$ cat config.mk
export PLATFORM = sky130hd
export DESIGN_NAME = kbs_cell
export DESIGN_NICKNAME = d
export VERILOG_FILES = /design/src/hw/rtl/kbs_pkg.sv /design/src/hw/rtl/kbs_cell.sv
export SDC_FILE = /design/constraint.sdc
export NUM_CORES = 2
export LEC_CHECK = 0
export ABC_AREA = 1
export BUFFER_PORTS_ARGS = -buffer_cell sky130_fd_sc_hd__clkbuf_2
export CAP_MARGIN = 20
export CORE_MARGIN = 4
export CORE_UTILIZATION = 57
export CTS_CLUSTER_SIZE = 8
export DETAILED_ROUTE_END_ITERATION = 6
export PLACE_DENSITY = 0.75
export SYNTH_ARGS = -nofsm -noshare
export SYNTH_HDL_FRONTEND = slang
export SYNTH_SLANG_ARGS = --single-unit
$ cat constraint.sdc
create_clock -name clk -period 7.6 [get_ports clk]
set_input_delay 1.52 -clock clk [delete_from_list [all_inputs] [get_ports clk]]
set_output_delay 1.52 -clock clk [all_outputs]
set_load 0.02 [all_outputs]
$ cat src/hw/rtl/kbs_pkg.sv
// ----------------------------------------------------------------------------
// kbs_pkg
// Shared types, fixed-point constants and helpers for the Kepler bisection
// solver.
// ----------------------------------------------------------------------------
package kbs_pkg;

	localparam int DEF_GRID_STEPS = 8192;
	localparam int DEF_SINE_BITS  = 30;

	localparam int FW = 36;	// width of a Kepler function value

	localparam logic [29:0] PI_Q28      = 30'd843314856;
	localparam logic [29:0] HALF_PI_Q28 = 30'd421657428;
	localparam logic [30:0] TWO_PI_Q28  = 31'd1686629712;
	localparam logic [30:0] ONE_Q30     = 31'd1073741824;

	localparam logic [27:0] TOL_RESET = 28'd268435;

	localparam int HORNER_STEPS = 6;

	// Exact floor division by the Horner divisors 156, 110, 72, 42, 20 and 6
	// through a reciprocal multiply. The 32-bit dividend never exceeds x^2 at
	// x = pi/2, which stays inside the exact range of every reciprocal.
	localparam logic [63:0] HORNER_RECIP [HORNER_STEPS] = '{
		((64'd1 << 39) + 64'd155) / 64'd156,
		((64'd1 << 38) + 64'd109) / 64'd110,
		((64'd1 << 38) + 64'd71) / 64'd72,
		((64'd1 << 37) + 64'd41) / 64'd42,
		((64'd1 << 36) + 64'd19) / 64'd20,
		((64'd1 << 34) + 64'd5) / 64'd6
	};
	localparam int HORNER_SHIFT [HORNER_STEPS] = '{39, 38, 38, 37, 36, 34};

	typedef enum logic [0:0] {
		CFG_ECC = 1'b0,
		CFG_TOL = 1'b1
	} cfg_reg_t;

	typedef enum logic [1:0] {
		S_IDLE,
		S_ISSUE,
		S_WAIT,
		S_CHECK
	} state_t;

	typedef enum logic [1:0] {
		T_LO,
		T_HI,
		T_MID
	} target_t;

	// Token moving along the cell chain. The squared argument reaches about
	// 2.47 in Q30 near pi/2, so it needs a full 32 bits.
	typedef struct packed {
		logic        valid;
		logic        neg;
		logic [30:0] ang;
		logic [30:0] x;
		logic [31:0] x2;
		logic [30:0] t;
	} tok_t;

	function automatic logic [FW:0] mag_of(input logic signed [FW:0] v);
		logic signed [FW:0] n;
		n = -v;
		return v[FW] ? n : v;
	endfunction

endpackage

$ cat src/hw/rtl/kbs_cell.sv
// ----------------------------------------------------------------------------
// kbs_cell
// One Horner step of the sine series: t' = 1 - (x^2 * t) / d.
// ----------------------------------------------------------------------------
module kbs_cell #(
	parameter int STEP = 0
) (
	input  logic          clk,
	input  logic          arst_n,
	input  kbs_pkg::tok_t tin,
	output kbs_pkg::tok_t tout
);
	localparam logic [63:0] RECIP = kbs_pkg::HORNER_RECIP[STEP];
	localparam int          SH    = kbs_pkg::HORNER_SHIFT[STEP];

	kbs_pkg::tok_t tok_s1, tok_s2;
	logic [61:0]   p_s1;
	logic [63:0]   q;

	assign q = 64'(p_s1[61:30]) * RECIP;

	always_ff @(posedge clk or negedge arst_n) begin
		if (!arst_n) begin
			p_s1   <= '0;
			tok_s1 <= '0;
			tok_s2 <= '0;
		end else begin
			p_s1         <= 62'(tin.x2) * 62'(tin.t);
			tok_s1       <= tin;
			tok_s2.valid <= tok_s1.valid;
			tok_s2.neg   <= tok_s1.neg;
			tok_s2.ang   <= tok_s1.ang;
			tok_s2.x     <= tok_s1.x;
			tok_s2.x2    <= tok_s1.x2;
			tok_s2.t     <= kbs_pkg::ONE_Q30 - 31'(q >> SH);
		end
	end

	assign tout = tok_s2;
endmodule

Yosys cells after proc, flatten, opt, wreduce, memory -nomap -nowiden
Cells that the tools add are included.

Flip-flop bits (word level): 285. Input port bits: 129. Logic and storage cells: 15. Output and inout port bits: 127.

Multipliers: 2. Add/subtract/negate cells: 1.

Operators with widths (number): multiplier 32 x 32 -> 64 bit (second input constant) (1); multiplier 32 x 31 -> 62 bit (1); subtractor 31 x 25 -> 31 bit (first input constant) (1).

Depth between registers and ports, before layout
Depth in word-level cells: 2. Mapped depth: 37. Depth with buffers taken out: 37.

Worst setup path after synthesis
Ideal clock, no wire load.

Path kind: input to register. Start: input port tin[54] in the netlist's numbering. End: register p_s1[50]. Setup time: 117 ps. Required time: 7483 ps. Path slack: -169 ps. Stages: 29. Arrival: 7653 ps. Path buffers: 1. Cell sequence: clkbuf_1 nand2_1 fa_1 fa_1 inv_1 fa_1 inv_1 fa_1 inv_1 fa_1 inv_1 fa_1 inv_1 fa_1 inv_1 fa_1 inv_1 ha_1 nand2_1 nor2_1 inv_1 nor2_1 inv_1 nor4_1 a21oi_1 o21ai_0 nand2_1 nand3_1 nand2_1.

Longest elaborated chain between the ends: 1.

Ends and longest elaborated chain: start, declared (RTL line kbs_cell.sv:10) `input kbs_pkg::tok_t tin,`; multiplier 32 x 31 -> 62 bit (RTL line kbs_cell.sv:28) `p_s1 <= 62'(tin.x2) * 62'(tin.t);`; end signal, assigned (RTL line kbs_cell.sv:28); end, declared (RTL line kbs_cell.sv:17) `logic [61:0] p_s1;`.

No other way between the ends.

Worst setup path in the final report
Start: input port tin[56] in the netlist's numbering. End: register p_s1[42].

Same word-level chain as after synthesis.

==> flow_summary.json <==
{
  "dp_hpwl_um": 145400,
  "drc": 0,
  "hold_viol": 0,
  "hp-class": "reg -> reg",
  "setup_violations": 0,
  "synth_common_cells": "inv_1, nand2_1, fa_1",
  "ys.flop_type": "dfrtp_1",
  "status": "complete, no violations",
  "period_minus_slack_ns": 7.553,
  "start_util_pct": 57.54,
  "grt_max_degree": 167,
  "clk_pin_slew_worst_paths_ns": 0.05,
  "syn_area_sq_mm": 0.05671,
  "nFillCells": 8155,
  "required_ns": 8.15,
  "hold_slack_ns": 0.3386,
  "die_y_um": 323.4,
  "rsz0062_at_grt": "true",
  "netlist_instances": 6887,
  "clk_latency_ns": 0.64,
  "cts_tree": "built",
  "clockBufferDepth": 3,
  "finalClockSkew_ns": 0.08339,
  "max_freq_mhz": 132.4,
  "yosysTopAreaCell": "fa_1",
  "clock_sinks": 255,
  "core_area_sq_mm": 0.09856,
  "relSlewSlack_pct": 41.05,
  "yosysSeqAreaShare_pct": 11.25,
  "end_kind": "flop",
  "synth_cell_types": 42,
  "routed_via_density": 5.158,
  "layout.nets": 9407,
  "async_flop_share_pct": 100.0,
  "first_pass_iters": 6,
  "synth_most_common_cell": "inv_1",
  "wl_um": 164100,
  "gp_congestion": 1.028,
  "synth_edf_count": 0,
  "critPathLaunchType": "input pin",
  "gr-total-overflow": 0,
  "worstMarginPinSlew_ns": 0.8842,
  "drv_slew": 0,
  "antenna_found_initial": 3,
  "cts-root-buf": "clkbuf_16",
  "drive_gt1_share_pct": 12.54,
  "die_width_um": 323.4,
  "syn-num-nets": 8799,
  "fin_crit_sh_pct": 99.39,
  "synthTopCellsByArea": "fa_1, inv_1, ha_1, nand2_1, dfrtp_1",
  "yosysTopAreaCellShare_pct": 40.42,
  "port_buffers": 255,
  "criticalPathCategory": "in -> reg",
  "grt_pass1_vias": 49310,
  "fin_tns_setup_ns": 0,
  "ioPinCount": 256,
  "ys_ff_latch": 255,
  "drt_iter0_drc": 2981,
  "gr-usage-all-layers_pct": 32.41,
  "fin_util_pct": 65.70,
  "h-tree-depth": 2,
  "syn_avg_cell_area_sq_um": 8.234,
  "postCtsHoldBufs": 0,
  "grt_pass1_wl_um": 262200,
  "wire_per_inst_um": 18.66,
  "cts_made_buffers": 40,
  "area_growth_pct": 14.19,
  "ant_nets": 0,
  "vias": 45370,
  "worstPathMaxFanout": 6,
  "yosys_warnings": 0,
  "crit_arrival_ns": 8.10,
  "num_rows": 115,
  "die-area_sq_mm": 0.1046,
  "cap_violations": 0
}
area by class of cell:
type,count,area [sq um],area share (%)
Clock buffer,45,1040,1.606
Clock inverter,7,117.6,0.1816
Sequential cell,255,6384,9.858
Antenna cell,3,7.507,0.01159
Multi-Input combinational cell,4289,41880,64.67
Tap cell,1287,1610,2.487
Timing Repair Buffer,755,5634,8.700
Inverter,2154,8085,12.49
logic make-up after synthesis:
group / after synthesis / share of synthesized area (%)
buffers and inverters: 2343 / 15.51
and+or+nand+nor: 2183 / 15.25
adders and majority gates: 1783 / 54.50
AOI/OAI and AO/OA: 260 / 2.504
DFF: 255 / 11.25
xor gates and xnor gates: 63 / 0.9862
registers in the layout, summed over array words and instances (netlist names):
register,flops
tout,127
p_s1,32
tok_s1,96
per-stage QoR:
stage          worst slack (ns)  area (sq um)  cells
2_1_floorplan           0.01916         56730   6887
4_1_cts                 0.03056         64320   8789
6_report                0.04670         64760   8795
3_3_place_gp            -0.6815         63140   8737
5_1_grt                 -0.1017         64750   8794
3_5_place_dp            -0.7376         63140   8737
layout by cell type, fill, tap and decap left out, drive strengths merged, types with 7 or more instances in the layout:
cell type	instances
inv	2152
nand2	1770
fa	1145
ha	638
buf	510
clkbuf	290
dfrtp	255
nor2	240
a21oi	144
nand3	106
o21ai	66
xor2	41
nor3	26
xnor2	22
nand4	17
a31oi	14
a21o	10
o21a	9
nor4	7
clkinv	7
path summary, 6_finish.rpt:
kind                                  startpoint             endpoint  slack (ns)  cells past startpoint
max                                      tin[56]   p_s1[42]$_DFF_PN0_        0.05                     26
min                        tok_s1[111]$_DFF_PN0_  tout[111]$_DFF_PN0_        0.34                      0
max reg2reg                   p_s1[31]$_DFF_PN0_   tout[26]$_DFF_PN0_        0.28                     29
min reg2reg                tok_s1[111]$_DFF_PN0_  tout[111]$_DFF_PN0_        0.34                      0
max in group asynchronous                 arst_n   tout[37]$_DFF_PN0_        5.32                      2
min in group asynchronous                 arst_n   tout[10]$_DFF_PN0_        0.89                      1
routing by layer:
metal | wire length (um) | GRT usage (%) | up-vias | share of wire, %
met1 | 62700 | 40.37 | 22240 | 38
met5 | 0 | 0 | - | 0
met3 | 14330 | 7.070 | 463 | 8.7
met2 | 79400 | 55.32 | 1918 | 48
met4 | 7648 | 12.91 | 0 | 4.7
li1 | - | - | 20750 | -
what timing repair did:
action	CTS	global route
setup endpoints to repair	6	51
gates resized for setup	8	131
gates cloned	0	0
pin swaps	0	8
setup buffers	0	3
worst max-delay path, cell delays in order:
cell and delay [ns]:
buf_2 0.21, buf_4 0.16, nand2_1 0.07, fa_1 0.53
inv_1 0.05, fa_1 0.54, fa_1 0.57, inv_1 0.06
fa_1 0.50, inv_1 0.06, fa_2 0.59, fa_2 0.44
fa_1 0.51, fa_1 0.48, ha_1 0.36, nand2_1 0.09
nor2_2 0.16, inv_1 0.08, nor2_2 0.13, inv_1 0.07
o21ai_0 0.29, a21oi_2 0.10, o21ai_1 0.15, buf_4 0.13
buf_4 0.10, xor2_1 0.13
Power is not shown: default switching activity piles up to over one toggle a cycle in this logic, so the estimate is an artifact.
