$ cat config.mk
export PLATFORM = sky130hd
export DESIGN_NAME = kbs_back
export DESIGN_NICKNAME = d
export VERILOG_FILES = /design/src/hw/rtl/kbs_pkg.sv /design/src/hw/rtl/kbs_back.sv
export SDC_FILE = /design/constraint.sdc
export NUM_CORES = 2
export LEC_CHECK = 0
export ABC_AREA = 0
export BUFFER_PORTS_ARGS = -buffer_cell sky130_fd_sc_hd__buf_2
export CAP_MARGIN = 20
export CORE_ASPECT_RATIO = 2
export CORE_MARGIN = 1
export CORE_UTILIZATION = 57
export DETAILED_ROUTE_END_ITERATION = 7
export GPL_TIMING_DRIVEN = 0
export PLACE_DENSITY = 0.78
export SYNTH_ARGS = -nofsm -noshare
export SYNTH_HDL_FRONTEND = slang
export SYNTH_SLANG_ARGS = --single-unit
export TNS_END_PERCENT = 1
$ cat constraint.sdc
create_clock -name clk -period 9.5 [get_ports clk]
set_clock_uncertainty 0.2 [all_clocks]
set_input_delay 0 -clock clk [delete_from_list [all_inputs] [get_ports clk]]
set_output_delay 0 -clock clk [all_outputs]
set_load 0.01 [all_outputs]
$ cat src/hw/rtl/kbs_pkg.sv
// ----------------------------------------------------------------------------
// kbs_pkg
// Shared types, fixed-point constants and helpers for the Kepler bisection
// solver.
// ----------------------------------------------------------------------------
package kbs_pkg;

	localparam int DEF_GRID_STEPS = 8192;
	localparam int DEF_SINE_BITS  = 30;

	localparam int FW = 36;	// width of a Kepler function value

	localparam logic [29:0] PI_Q28      = 30'd843314856;
	localparam logic [29:0] HALF_PI_Q28 = 30'd421657428;
	localparam logic [30:0] TWO_PI_Q28  = 31'd1686629712;
	localparam logic [30:0] ONE_Q30     = 31'd1073741824;

	localparam logic [27:0] TOL_RESET = 28'd268435;

	localparam int HORNER_STEPS = 6;

	// Exact floor division by the Horner divisors 156, 110, 72, 42, 20 and 6
	// through a reciprocal multiply. The 32-bit dividend never exceeds x^2 at
	// x = pi/2, which stays inside the exact range of every reciprocal.
	localparam logic [63:0] HORNER_RECIP [HORNER_STEPS] = '{
		((64'd1 << 39) + 64'd155) / 64'd156,
		((64'd1 << 38) + 64'd109) / 64'd110,
		((64'd1 << 38) + 64'd71) / 64'd72,
		((64'd1 << 37) + 64'd41) / 64'd42,
		((64'd1 << 36) + 64'd19) / 64'd20,
		((64'd1 << 34) + 64'd5) / 64'd6
	};
	localparam int HORNER_SHIFT [HORNER_STEPS] = '{39, 38, 38, 37, 36, 34};

	typedef enum logic [0:0] {
		CFG_ECC = 1'b0,
		CFG_TOL = 1'b1
	} cfg_reg_t;

	typedef enum logic [1:0] {
		S_IDLE,
		S_ISSUE,
		S_WAIT,
		S_CHECK
	} state_t;

	typedef enum logic [1:0] {
		T_LO,
		T_HI,
		T_MID
	} target_t;

	// Token moving along the cell chain. The squared argument reaches about
	// 2.47 in Q30 near pi/2, so it needs a full 32 bits.
	typedef struct packed {
		logic        valid;
		logic        neg;
		logic [30:0] ang;
		logic [30:0] x;
		logic [31:0] x2;
		logic [30:0] t;
	} tok_t;

	function automatic logic [FW:0] mag_of(input logic signed [FW:0] v);
		logic signed [FW:0] n;
		n = -v;
		return v[FW] ? n : v;
	endfunction

endpackage

$ cat src/hw/rtl/kbs_back.sv
// ----------------------------------------------------------------------------
// kbs_back
// Final sine product, rounding, eccentricity scaling and f(E) = M - E + e*sin E.
// ----------------------------------------------------------------------------
module kbs_back #(
	parameter int SINE_BITS = kbs_pkg::DEF_SINE_BITS
) (
	input  logic                              clk,
	input  logic                              arst_n,
	input  kbs_pkg::tok_t                     tin,
	input  logic [15:0]                       ecc,
	input  logic [30:0]                       m,
	output logic                              f_valid,
	output logic signed [kbs_pkg::FW-1:0]     f
);
	localparam int          RS  = 32 - SINE_BITS;
	localparam logic [31:0] RND = (RS > 0) ? 32'(64'd1 << (RS - 1)) : 32'd0;
	localparam int          ESR = (SINE_BITS >= 14) ? SINE_BITS - 14 : 0;
	localparam int          ESL = (SINE_BITS < 14) ? 14 - SINE_BITS : 0;

	logic        v_s1, v_s2, v_s3;
	logic        neg_s1, neg_s2;
	logic [30:0] ang_s1, ang_s2;
	logic [30:0] y_s1;
	logic [46:0] mag_s2;
	logic [61:0] yp;
	logic [31:0] sr;
	logic [48:0] es_w;
	logic signed [kbs_pkg::FW-1:0] es;

	always_comb begin
		yp   = 62'(tin.x) * 62'(tin.t);
		sr   = (32'(y_s1) + RND) >> RS;
		es_w = (49'(mag_s2) << ESL) >> ESR;
		es   = neg_s2 ? -$signed(kbs_pkg::FW'(es_w[31:0])) : $signed(kbs_pkg::FW'(es_w[31:0]));
	end

	always_ff @(posedge clk or negedge arst_n) begin
		if (!arst_n) begin
			v_s1 <= 1'b0;
			v_s2 <= 1'b0;
			v_s3 <= 1'b0;
		end else begin
			v_s1 <= tin.valid;
			v_s2 <= v_s1;
			v_s3 <= v_s2;
		end
	end

	always_ff @(posedge clk) begin
		y_s1   <= yp[60:30];
		neg_s1 <= tin.neg;
		ang_s1 <= tin.ang;
		mag_s2 <= 47'(ecc) * 47'(sr[30:0]);
		neg_s2 <= neg_s1;
		ang_s2 <= ang_s1;
		f      <= $signed(kbs_pkg::FW'(m)) - $signed(kbs_pkg::FW'(ang_s2)) + es;
	end

	assign f_valid = v_s3;
endmodule

### After elaboration in Yosys (flattened, before gate mapping)

Cells that the tools add are included.

| storage, ports and cells | value |
|---|---|
| bits of input ports | 176 |
| flip-flop bits (word level) | 181 |

| operators by class | value |
|---|---|
| multipliers | 2 |
| multiplexer cells | 1 |
| add/sub/neg operators | 4 |

Operators with widths:

| operator | number |
|---|---|
| $mul 31x31->61 | 1 |
| $mul 16x30->46 | 1 |
| $add 32x36->36 | 1 |
| $mux 36 | 1 |
| $neg 31->36 | 1 |
| $add 31x2->32 const B | 1 |
| $sub 31x31->32 | 1 |

### Longest topological paths before layout

| logic depth | value |
|---|---|
| depth in word-level cells | 3 |
| mapped depth | 30 |
| mapped depth without buffers | 29 |

### Worst setup path before layout

OpenSTA, ideal clock, no wires.

| timing | value |
|---|---|
| path kind | register to register |
| start point | reg y_s1[3] |
| end point | reg mag_s2[44] |
| arrival time | 7404 ps |
| slack | 1825 ps |
| data required time | 9228 ps |
| library setup time | 72 ps |
| buffers on the path | 2 |
| cell stages (with the launch flop) | 30 |
| path through | dfxtp_1 > nand3_1 > nor4_1 > and2_1 > nand3_1 > nor2_1 > nand2_1 > xnor2_1 > clkbuf_1 > nand2_1 > fa_1 > fa_1 > fa_1 > inv_1 > fa_1 > fa_1 > inv_1 > fa_1 > inv_1 > ha_1 > clkbuf_1 > and4_1 > nand2_1 > nor3_1 > o31a_1 > o21ai_1 > a311oi_1 > nor3_1 > o31ai_1 > xor2_1 |

| between the ends | value |
|---|---|
| cells in the longest elaborated chain, start to end | 2 |

Ends and longest elaborated chain:

| element | RTL line | RTL |
|---|---|---|
| start: declaration | kbs_back.sv:24 | `logic [30:0] y_s1;` |
| start signal: assignment | kbs_back.sv:51 | `y_s1 <= yp[60:30];` |
| $add 31x2->32 | kbs_back.sv:33 | `sr = (32'(y_s1) + RND) >> RS;` |
| $mul 16x30->46 | kbs_back.sv:54 | `mag_s2 <= 47'(ecc) * 47'(sr[30:0]);` |
| end signal: assignment | kbs_back.sv:54 |  |
| end: declaration | kbs_back.sv:25 | `logic [46:0] mag_s2;` |

No other way between the ends.

### Worst setup path in the final report

Ends and elaborated chain as after synthesis.

==> metrics.cfg <==
[synth]
synth_edf_count = 0
synth_compound_area_share_pct = 5.719
async_reset_ff_share_pct = 1.840
yosys.area_share.adder_pct = 56.97
synth.avg_cell_area_um2 = 8.963
yosys_warnings = 0
synthMuxAreaShare_pct = 0.01906
ys_ff_latch = 163
postSynthCellCount = 5858
synth_nets = 7689
synth_top_family_by_area = adder cells
synthXorXnorAreaFrac_pct = 2.786
synthFlopType = dfxtp_1
synth_cell_type_count = 70
syn_area_mm2 = 0.05251
yosys.area_share.simple_pct = 17.07
seq_area_frac_synth_pct = 6.243

[floorplanning]
rows = 157
die_area_mm2 = 0.09341
design.core.area_mm2 = 0.09134
ios = 213
die_h_um = 431.2
die_w_um = 216.6
initial_utilization_pct = 57.48

[detailed_routing]
vias = 43168
detail-route-antenna-nets = 0
dr.first_iter.drc_count = 3080
via_per_inst = 5.868
wl_per_cell_um = 26.10
wl_um = 192000
drcViolationCount = 0
dr.pass1.iters = 6

[placement]
dp_cells = 7221
dp_hpwl_um = 160600
port_buffers = 166
place.gp.congestion = 1.110

[sta]
rsz0062_at_grt = true
timing.final.crit_share_pct = 98.56
slew_headroom_pct = 11.54
final-setup-viol-count = 0
finalHoldViolations = 1
period_minus_slack_ps = 9364
fmaxAchievable_mhz = 106.8
final_max_slew_viol_count = 0
worst_pin_slew_ps = 1327
fin_hold_ws_ps = -2.231

[setup_path]
worst_setup_path_end_kind = register
cp.required_ps = 9770
cp_top_family = adder cells
cp.arrival_ps = 9630
criticalPathCategory = register to register
crit_buf_inv = 4
startpoint_type = register
path_max_fanout = 10
cpMostUsedCell = fa_1
slowest_delay_ps = 590
cp_slowest_cell = clkbuf_1

[global_route]
grt_pass1_wl_um = 287200
grt_pass1_vias = 48547
antenna_found_initial = 15
grt_max_degree = 19
track_usage_pct = 42.83
grt-ovfl-total = 0

[layout]
drive_gt1_share_pct = 4.377
area_growth_pct = 8.112
layout_commonest_cell = inv_1
final_net_count = 7972
fin_util_pct = 62.14
mostFrequentLayoutCells = 1,272 x inv_1, 1,226 x fa_1, 950 x nand2_1
layout.cells.non_filler = 7357

[cts]
clock_tree.root_cell = clkbuf_16
clock_latency_ps = 540
cts.sinks = 163
cts_buffer_depth = 3
cts_tree = done
cts_buffers = 25
h-tree-depth = 4
clkTransAtPathRegs_ps = 80

[run_status]
status = finished, violations left
violations = negative hold slack

[job]
max_cap_viol_count = 0

[worst_hold_path]
hold_path.class = primary input to register

## synth_stat cells (all sizes together) (24+ instances only)
| cell | count | area share, % |
|---|---|---|
| inv | 1272 | 9.1 |
| fa | 1226 | 47 |
| nand2 | 950 | 6.8 |
| and2 | 591 | 7.0 |
| ha | 429 | 10 |
| clkbuf | 289 | 2.1 |
| dfxtp | 160 | 6.1 |
| a21oi | 133 | 1.3 |
| xnor2 | 126 | 2.1 |
| nor2 | 85 | 0.61 |
| o21ai | 79 | 0.76 |
| a21o | 72 | 1.0 |
| nand3 | 55 | 0.52 |
| xor2 | 41 | 0.68 |
| nor3 | 36 | 0.34 |
| o21a | 26 | 0.37 |
| nand4 | 24 | 0.29 |
## registers in the layout (all words and copies together), names as in the netlist
name / count
f_valid: 1
mag_s2: 30
v_s1: 1
neg_s2: 1
neg_s1: 1
y_s1: 30
ang_s1: 31
f: 36
ang_s2: 31
v_s2: 1
## cells by family (layout without fill, tap and decap cells)
family	after synthesis	after routing
other	0	19
flip-flops	163	163
XOR/XNOR	167	167
buffers and inverters	1563	1851
adder cells (fa/ha/maj)	1655	1655
AO/OA/AOI/OAI	458	458
multiplexers	1	1
AND/OR/NAND/NOR	1851	1851
## what timing repair did
item,in CTS,in global routing
hold endpoints to repair,39,1
hold buffers,68,1
endpoints found under the setup margin,7,13
buffers inserted,0,0
resized for setup,15,29
gates cloned,0,0
## metrics by stage
stage | instance area, um^2 | setup TNS, ps | setup WS, ps | hold WS [ps]
2_1_floorplan | 52510 | 0 | 1825 | -495.6
3_3_place_gp | 54830 | -12750 | -1244 | -404.8
3_5_place_dp | 54890 | -2476 | -578.4 | -398.9
4_1_cts | 56360 | 0 | 11.35 | 0.9668
5_1_grt | 56740 | -51.60 | -29.91 | 2.831
6_report | 56760 | 0 | 136.3 | -2.231
## per-layer routing
layer	vias to the layer above	global-route usage (%)	wire length [um]
met1	21405	37.45	54330
met3	1299	11.40	15110
met5	-	0.1058	23
met2	2471	74.01	95060
met4	4	48.22	27510
li1	17989	-	-
## layout make-up
| class | instances | area [um^2] |
|---|---|---|
| antenna | 19 | 47.55 |
| buffer | 290 | 1114 |
| clock buffer | 28 | 656.9 |
| clock inverter | 4 | 51.30 |
| fill | 7822 | 34580 |
| inverter | 1272 | 4775 |
| multi-input combinational | 4132 | 43530 |
| sequential | 163 | 3281 |
| tap | 1192 | 1491 |
| timing repair buffer | 257 | 1821 |
## worst register-to-register path: stages, from the launching register on
cell       delay [ps]
dfxtp_1           480
and4_1            290
nand2_1           100
nor2_1            270
nand4_1           190
xnor2_2           420
clkbuf_1          590
nand2_1           180
fa_1              520
fa_1              490
fa_1              570
inv_1              60
fa_1              530
inv_1              60
fa_1              490
inv_1              50
fa_1              480
ha_1              570
and4_1            550
o2111ai_1         210
a21oi_2           460
o31a_1            320
o21ai_1           200
a311oi_2          420
nor3_1            150
o31ai_1           290
xor2_1            160
## path summary, 6_finish.rpt
path,end,depth (start not counted),slack [ps],startpoint
max in group asynchronous,f_valid,3,8750,arst_n
worst min-delay path,ang_s1[0],2,-2,tin[94]
worst max register to register,mag_s2[44],26,140,y_s1[3]
worst max-delay path,mag_s2[44],26,140,y_s1[3]
worst min register to register,ang_s2[4],0,120,ang_s1[4]
min in group asynchronous,v_s1,3,180,arst_n
Power is not shown: default switching activity piles up to over one toggle a cycle in this logic, so the estimate is an artifact.
