<file path="src/hw/rtl/kbs_pkg.sv">
// ----------------------------------------------------------------------------
// kbs_pkg
// Shared types, fixed-point constants and helpers for the Kepler bisection
// solver.
// ----------------------------------------------------------------------------
package kbs_pkg;

	localparam int DEF_GRID_STEPS = 8192;
	localparam int DEF_SINE_BITS  = 30;

	localparam int FW = 36;	// width of a Kepler function value

	localparam logic [29:0] PI_Q28      = 30'd843314856;
	localparam logic [29:0] HALF_PI_Q28 = 30'd421657428;
	localparam logic [30:0] TWO_PI_Q28  = 31'd1686629712;
	localparam logic [30:0] ONE_Q30     = 31'd1073741824;

	localparam logic [27:0] TOL_RESET = 28'd268435;

	localparam int HORNER_STEPS = 6;

	// Exact floor division by the Horner divisors 156, 110, 72, 42, 20 and 6
	// through a reciprocal multiply. The 32-bit dividend never exceeds x^2 at
	// x = pi/2, which stays inside the exact range of every reciprocal.
	localparam logic [63:0] HORNER_RECIP [HORNER_STEPS] = '{
		((64'd1 << 39) + 64'd155) / 64'd156,
		((64'd1 << 38) + 64'd109) / 64'd110,
		((64'd1 << 38) + 64'd71) / 64'd72,
		((64'd1 << 37) + 64'd41) / 64'd42,
		((64'd1 << 36) + 64'd19) / 64'd20,
		((64'd1 << 34) + 64'd5) / 64'd6
	};
	localparam int HORNER_SHIFT [HORNER_STEPS] = '{39, 38, 38, 37, 36, 34};

	typedef enum logic [0:0] {
		CFG_ECC = 1'b0,
		CFG_TOL = 1'b1
	} cfg_reg_t;

	typedef enum logic [1:0] {
		S_IDLE,
		S_ISSUE,
		S_WAIT,
		S_CHECK
	} state_t;

	typedef enum logic [1:0] {
		T_LO,
		T_HI,
		T_MID
	} target_t;

	// Token moving along the cell chain. The squared argument reaches about
	// 2.47 in Q30 near pi/2, so it needs a full 32 bits.
	typedef struct packed {
		logic        valid;
		logic        neg;
		logic [30:0] ang;
		logic [30:0] x;
		logic [31:0] x2;
		logic [30:0] t;
	} tok_t;

	function automatic logic [FW:0] mag_of(input logic signed [FW:0] v);
		logic signed [FW:0] n;
		n = -v;
		return v[FW] ? n : v;
	endfunction

endpackage

</file>
<file path="src/hw/rtl/kbs_front.sv">
// ----------------------------------------------------------------------------
// kbs_front
// Grid angle, quadrant reduction and squared argument for the sine series.
// ----------------------------------------------------------------------------
module kbs_front #(
	parameter int GRID_STEPS = kbs_pkg::DEF_GRID_STEPS
) (
	input  logic                             clk,
	input  logic                             arst_n,
	input  logic                             in_valid,
	input  logic [$clog2(GRID_STEPS+1)-1:0] idx,
	output kbs_pkg::tok_t                    tok
);
	localparam int GL = $clog2(GRID_STEPS);
	localparam int IW = $clog2(GRID_STEPS + 1);

	logic [IW+30:0] prod_s1;
	logic           v_s1, v_s2, v_s3;
	logic [30:0]    ang_s2, x_s2, ang_s3, x_s3;
	logic [31:0]    x2_s3;
	logic           neg_s2, neg_s3;
	logic [30:0]    a, a1, a2;
	logic           neg;
	logic [61:0]    sq;

	always_comb begin
		a   = prod_s1[GL+30:GL];
		neg = a > 31'(kbs_pkg::PI_Q28);
		a1  = neg ? a - 31'(kbs_pkg::PI_Q28) : a;
		a2  = (a1 > 31'(kbs_pkg::HALF_PI_Q28)) ? 31'(kbs_pkg::PI_Q28) - a1 : a1;
		sq  = 62'(x_s2) * 62'(x_s2);
	end

	always_ff @(posedge clk or negedge arst_n) begin
		if (!arst_n) begin
			v_s1 <= 1'b0;
			v_s2 <= 1'b0;
			v_s3 <= 1'b0;
		end else begin
			v_s1 <= in_valid;
			v_s2 <= v_s1;
			v_s3 <= v_s2;
		end
	end

	always_ff @(posedge clk) begin
		prod_s1 <= (IW+31)'(idx) * (IW+31)'(kbs_pkg::TWO_PI_Q28);
		ang_s2  <= a;
		neg_s2  <= neg;
		x_s2    <= {a2[28:0], 2'b00};
		ang_s3  <= ang_s2;
		neg_s3  <= neg_s2;
		x_s3    <= x_s2;
		x2_s3   <= sq[61:30];
	end

	assign tok = '{valid: v_s3, neg: neg_s3, ang: ang_s3, x: x_s3, x2: x2_s3,
		t: kbs_pkg::ONE_Q30};
endmodule

</file>
<file path="config.mk">
export PLATFORM = sky130hd
export DESIGN_NAME = kbs_front
export DESIGN_NICKNAME = d
export VERILOG_FILES = /design/src/hw/rtl/kbs_pkg.sv /design/src/hw/rtl/kbs_front.sv
export SDC_FILE = /design/constraint.sdc
export NUM_CORES = 2
export LEC_CHECK = 0
export ABC_AREA = 1
export BUFFER_PORTS_ARGS = -buffer_cell sky130_fd_sc_hd__buf_2
export CAP_MARGIN = 20
export CORE_UTILIZATION = 40
export DETAILED_ROUTE_END_ITERATION = 16
export GPL_TIMING_DRIVEN = 0
export HOLD_SLACK_MARGIN = 0.1
export PLACE_DENSITY = 0.64
export SKIP_LAST_GASP = 1
export SLEW_MARGIN = 20
export SYNTH_ARGS = -nofsm -noshare
export SYNTH_HDL_FRONTEND = slang
export SYNTH_SLANG_ARGS = --single-unit
</file>
<file path="constraint.sdc">
create_clock -name clk -period 15.7 [get_ports clk]
set_clock_uncertainty 0.15 [all_clocks]
set_input_delay 0 -clock clk [delete_from_list [all_inputs] [get_ports clk]]
set_output_delay 0 -clock clk [all_outputs]
set_load 0.02 [all_outputs]
</file>
**Yosys cells after proc, flatten, opt, wreduce, memory -nomap -nowiden**

Cells that the tools add are included.

- Add/sub/neg operators: 2
- Multiply operators: 2
- Magnitude comparators: 2
- Multiplexer cells: 2

Operator list:

| kind | number |
|---|---|
| multiplier 29 x 29 -> 58 bit | 1 |
| multiplier 14 x 27 -> 40 bit (second input constant) | 1 |
| greater-than comparator 31 x 29 -> 1 bit (second input constant) | 1 |
| greater-than comparator 31 x 30 -> 1 bit (second input constant) | 1 |
| 2-to-1 mux 31 bit | 1 |
| subtractor 31 x 30 -> 31 bit (second input constant) | 1 |
| 2-to-1 mux 29 bit | 1 |
| subtractor 29 bit (first input constant) | 1 |

- Flip-flop bits (word level): 197
- Input port bits: 17
- Output and inout port bits: 127
- Logic and storage cells: 19

**Logic depth before layout (Yosys ltp)**

- Depth after elaboration: 4
- Mapped depth: 34

**Worst setup path before layout**

No wires, ideal clock.

- Kind: reg-to-reg
- Start point: register x_s2[9]
- End point: register x2_s3[26]
- Setup time: 120 ps
- Arrival time: 6835 ps
- Required time: 15430 ps
- Path slack: 8596 ps
- Cell stages (with the launch flop): 29
- Path buffers: 2
- Cell sequence: dfxtp_1 -> clkbuf_1 -> buf_1 -> nand2_1 -> fa_1 -> inv_1 -> fa_1 -> inv_1 -> fa_1 -> fa_1 -> inv_1 -> fa_1 -> fa_1 -> fa_1 -> inv_1 -> fa_1 -> inv_1 -> ha_1 -> a21oi_1 -> inv_1 -> a31oi_1 -> o21ai_0 -> a21oi_1 -> nand3_1 -> a21oi_1 -> o21ai_0 -> nand2_1 -> nand2_1 -> xor2_1

- Cells in the longest elaborated chain, start to end: 1

RTL lines:

| item | RTL line | text |
|---|---|---|
| start: declaration | kbs_front.sv:19 | `logic [30:0] ang_s2, x_s2, ang_s3, x_s3;` |
| start signal: assignment | kbs_front.sv:50 | `x_s2 <= {a2[28:0], 2'b00};` |
| multiplier 29 x 29 -> 58 bit | kbs_front.sv:31 | `sq = 62'(x_s2) * 62'(x_s2);` |
| net sq[56] | kbs_front.sv:24 | `logic [61:0] sq;` |
| end signal: assignment | kbs_front.sv:54 | `x2_s3 <= sq[61:30];` |
| end: declaration | kbs_front.sv:20 | `logic [31:0] x2_s3;` |

The timed path passes the listed nets, and every way through them passes these cells.

**Final worst setup path**

- Start point: register x_s2[4]
- End point: register x2_s3[31]

The elaborated chain is that of the path after synthesis.

==> flow_results.xml <==
<?xml version="1.0" encoding="UTF-8"?>
<metrics>
  <group name="finish">
    <metric name="syn_to_final_growth" unit="%">7.510</metric>
    <metric name="finish.net_count" unit="">6029</metric>
    <metric name="filler_cell_count_in_the_final_layout" unit="">9577</metric>
    <metric name="drive_gt1_frac" unit="">0.05292</metric>
    <metric name="finalCoreUtilization" unit="">0.4340</metric>
    <metric name="final_design_area_no_fill" unit="µm²">41230</metric>
  </group>
  <group name="setup_path">
    <metric name="endpoint_kind" unit="">flop</metric>
    <metric name="setup.worst_path.class" unit="">flop to flop</metric>
    <metric name="crit_required" unit="ps">15950</metric>
    <metric name="path_max_fanout" unit="">10</metric>
    <metric name="start_kind" unit="">flop</metric>
    <metric name="cp.arrival" unit="ps">9980</metric>
    <metric name="worst_path_largest_cell_delay" unit="ps">880</metric>
    <metric name="crit_path_top_delay_cell" unit="">sky130_fd_sc_hd__dfxtp_1</metric>
    <metric name="cpMostUsedCell" unit="">sky130_fd_sc_hd__fa_1</metric>
  </group>
  <group name="synthesis">
    <metric name="post_synth_instance_area" unit="µm²">38350</metric>
    <metric name="synthesis.instances" unit="">4678</metric>
    <metric name="synth.area.top_cells" unit="">sky130_fd_sc_hd__fa_1 40%, sky130_fd_sc_hd__ha_1 13%, sky130_fd_sc_hd__inv_1 13%</metric>
    <metric name="synth.yosys.warnings" unit="">0</metric>
    <metric name="synth-seq-cells" unit="">186</metric>
    <metric name="synth-edff-count" unit="">0</metric>
    <metric name="yosys.area.top_type" unit="">sky130_fd_sc_hd__fa_1</metric>
    <metric name="postSynth.topFlopCell" unit="">sky130_fd_sc_hd__dfxtp_1</metric>
    <metric name="post_synth_most_frequent_cells" unit="">1,326 x sky130_fd_sc_hd__inv_1, 980 x sky130_fd_sc_hd__nand2_1, 767 x sky130_fd_sc_hd__fa_1, 402 x sky130_fd_sc_hd__ha_1, 246 x sky130_fd_sc_hd__nor2_1</metric>
    <metric name="mean_cell_area_of_the_mapped_netlist" unit="µm²">8.198</metric>
    <metric name="seq_area_frac_synth" unit="">0.09748</metric>
    <metric name="synth_async_sr_flop_share" unit="">0.01613</metric>
    <metric name="synth_top_area_share" unit="">0.4004</metric>
    <metric name="synthDistinctLibCells" unit="">51</metric>
    <metric name="synth_most_common_cell" unit="">sky130_fd_sc_hd__inv_1</metric>
  </group>
  <group name="cts">
    <metric name="cts-root-buf" unit="">sky130_fd_sc_hd__clkbuf_16</metric>
    <metric name="cts.path.max_buffers" unit="">2</metric>
    <metric name="clkTransAtPathRegs" unit="ps">70</metric>
    <metric name="insertion_delay_to_the_later_sink_of_the_worst_skew_pair" unit="ps">500</metric>
    <metric name="cts_buffers" unit="">17</metric>
    <metric name="cts_tree" unit="">yes</metric>
    <metric name="h-tree-depth" unit="">4</metric>
    <metric name="cts.repair_timing.setup_buffer_count" unit="">0</metric>
    <metric name="cts_resized" unit="">0</metric>
    <metric name="clock_sinks" unit="">186</metric>
  </group>
  <group name="global_routing">
    <metric name="initial_antenna_violation_count" unit="">11</metric>
    <metric name="grt_first_pass_wirelength" unit="µm">183700</metric>
    <metric name="pin_count_of_the_biggest_net_entering_global_routing" unit="">18</metric>
    <metric name="gr-usage-all-layers" unit="">0.2515</metric>
    <metric name="global_route.overflow_total" unit="">0</metric>
    <metric name="grt_pass1_vias" unit="">32010</metric>
  </group>
  <group name="floorplanning">
    <metric name="num_rows" unit="">113</metric>
    <metric name="y_dimension_of_the_die" unit="µm">311.6</metric>
    <metric name="floorplan.die_area" unit="µm²">97120</metric>
    <metric name="design.portCount" unit="">144</metric>
    <metric name="floorplan.die.width" unit="µm">311.6</metric>
    <metric name="starting_density" unit="">0.4036</metric>
    <metric name="placeableCoreArea" unit="µm²">95010</metric>
  </group>
  <group name="sta">
    <metric name="tns" unit="ps">0</metric>
    <metric name="setup_ws" unit="ps">5973</metric>
    <metric name="setup_viol" unit="">0</metric>
    <metric name="tightestPinTransition" unit="ps">1259</metric>
    <metric name="rsz0062_at_grt" unit="">no</metric>
    <metric name="fin_crit_sh" unit="">0.6195</metric>
    <metric name="max_slew_margin" unit="">0.1609</metric>
    <metric name="max_clock_freq" unit="MHz">102.8</metric>
    <metric name="min_period" unit="ps">9727</metric>
    <metric name="finalMaxSlewViolations" unit="">0</metric>
    <metric name="timing_hold_violations_final" unit="">0</metric>
  </group>
  <group name="placement">
    <metric name="detailed_place_hpwl" unit="µm">98380</metric>
    <metric name="post-place-ws" unit="ps">6285</metric>
    <metric name="postPlaceCellArea" unit="µm²">40600</metric>
    <metric name="numPortBuffers" unit="">110</metric>
    <metric name="globalplace.congestion" unit="">0.9453</metric>
  </group>
  <group name="routing">
    <metric name="ant_nets" unit="">0</metric>
    <metric name="dr_total_vias" unit="">30260</metric>
    <metric name="drt_iter0_markers" unit="">2350</metric>
    <metric name="routed_wire_length_per_instance" unit="µm">19.01</metric>
    <metric name="route.final.wire_length" unit="µm">116400</metric>
    <metric name="routed_via_density" unit="">4.941</metric>
    <metric name="drt_pass1_iterations" unit="">6</metric>
    <metric name="drc_errors" unit="">0</metric>
  </group>
  <group name="status">
    <metric name="status" unit="">complete, no violations</metric>
  </group>
  <group name="flow_run">
    <metric name="drv_cap" unit="">0</metric>
  </group>
  <group name="min_path">
    <metric name="min-delay-path-class" unit="">flop to flop</metric>
  </group>
</metrics>
critical path: cells and delay by family (launching register included):
| family | cells | cell delay, ps |
|---|---|---|
| AO/OA/AOI/OAI | 6 | 1480 |
| AND/OR/NAND/NOR | 3 | 630 |
| buffers and inverters | 7 | 1780 |
| flip-flops | 1 | 880 |
| adder cells (fa/ha/maj) | 9 | 4440 |
| XOR/XNOR | 1 | 250 |
placed cells by master (no fill, tap or decap), drive strengths merged, types with 5 or more instances in the layout:
master / count
o21bai: 10
dfxtp: 183
or2: 5
ha: 402
nor2: 261
dlygate4sd3: 5
buf: 191
conb: 33
nand3b: 8
o21ai: 84
inv: 1346
fa: 767
a21o: 10
o211ai: 6
a31oi: 22
clkbuf: 75
o21a: 12
nand4: 17
a21oi: 145
nor3: 15
clkinv: 9
nand2: 1002
xor2: 66
xnor2: 32
nand3: 119
final timing paths:
path / startpoint / endpoint / slack, ps / cells past startpoint
setup / recovery: x_s2[4] / x2_s3[31] / 5970 / 26
hold / removal: ang_s2[25] / ang_s3[25] / 180 / 0
setup reg to reg: x_s2[4] / x2_s3[31] / 5970 / 26
hold reg to reg: ang_s2[25] / ang_s3[25] / 180 / 0
max in group asynchronous: arst_n / v_s3 / 15020 / 3
min in group asynchronous: arst_n / v_s1 / 240 / 3
metal layers:
metal | part of all wire | routed length, µm | GRT usage
met1 | 0.42 | 48370 | 0.3330
met2 | 0.46 | 53850 | 0.4107
met3 | 0.086 | 10010 | 0.04825
met4 | 0.036 | 4148 | 0.08746
met5 | 0.00015 | 17 | 0
per-stage QoR:
step	instances	hold slack, ps
CTS	6121	159.2
finish	6123	179.2
detailed placement	6084	-349.7
global placement	6084	-352.8
floorplan	4709	-445.6
global route	6121	184.2
what timing repair did:
item	in CTS	in global routing
hold endpoints to repair	5	0
endpoints found under the setup margin	0	0
hold buffers	5	0
sequential cells by signal, summed over array words and instances, names as in the netlist, 28 cells and up:
| signal | flops |
|---|---|
| x2_s3 | 32 |
| ang_s2 | 31 |
| ang_s3 | 31 |
| prod_s1 | 31 |
| x_s2 | 28 |
| x_s3 | 28 |
area by class of cell:
class	count	area, µm²	area share
clock inverters	12	138.9	0.003368
multi-input cells	3043	28960	0.7024
diodes	2	5.005	0.0001214
repair buffers	115	600.6	0.01457
flip-flops and latches	186	3739	0.09067
plain buffers	136	723.2	0.01754
inverters	1344	5045	0.1224
well taps	1265	1583	0.03839
clock buffers	20	436.7	0.01059
logic make-up after synthesis:
family | count (synthesis) | share of synthesized area
fa+ha+maj | 1169 | 0.5315
other cells | 2 | 0.0001958
compound gates | 310 | 0.04649
flops | 186 | 0.09748
buf+inv | 1480 | 0.1504
xor+xnor | 98 | 0.02238
simple gates | 1433 | 0.1515
Power is not shown: default switching activity piles up to over one toggle a cycle in this logic, so the estimate is an artifact.
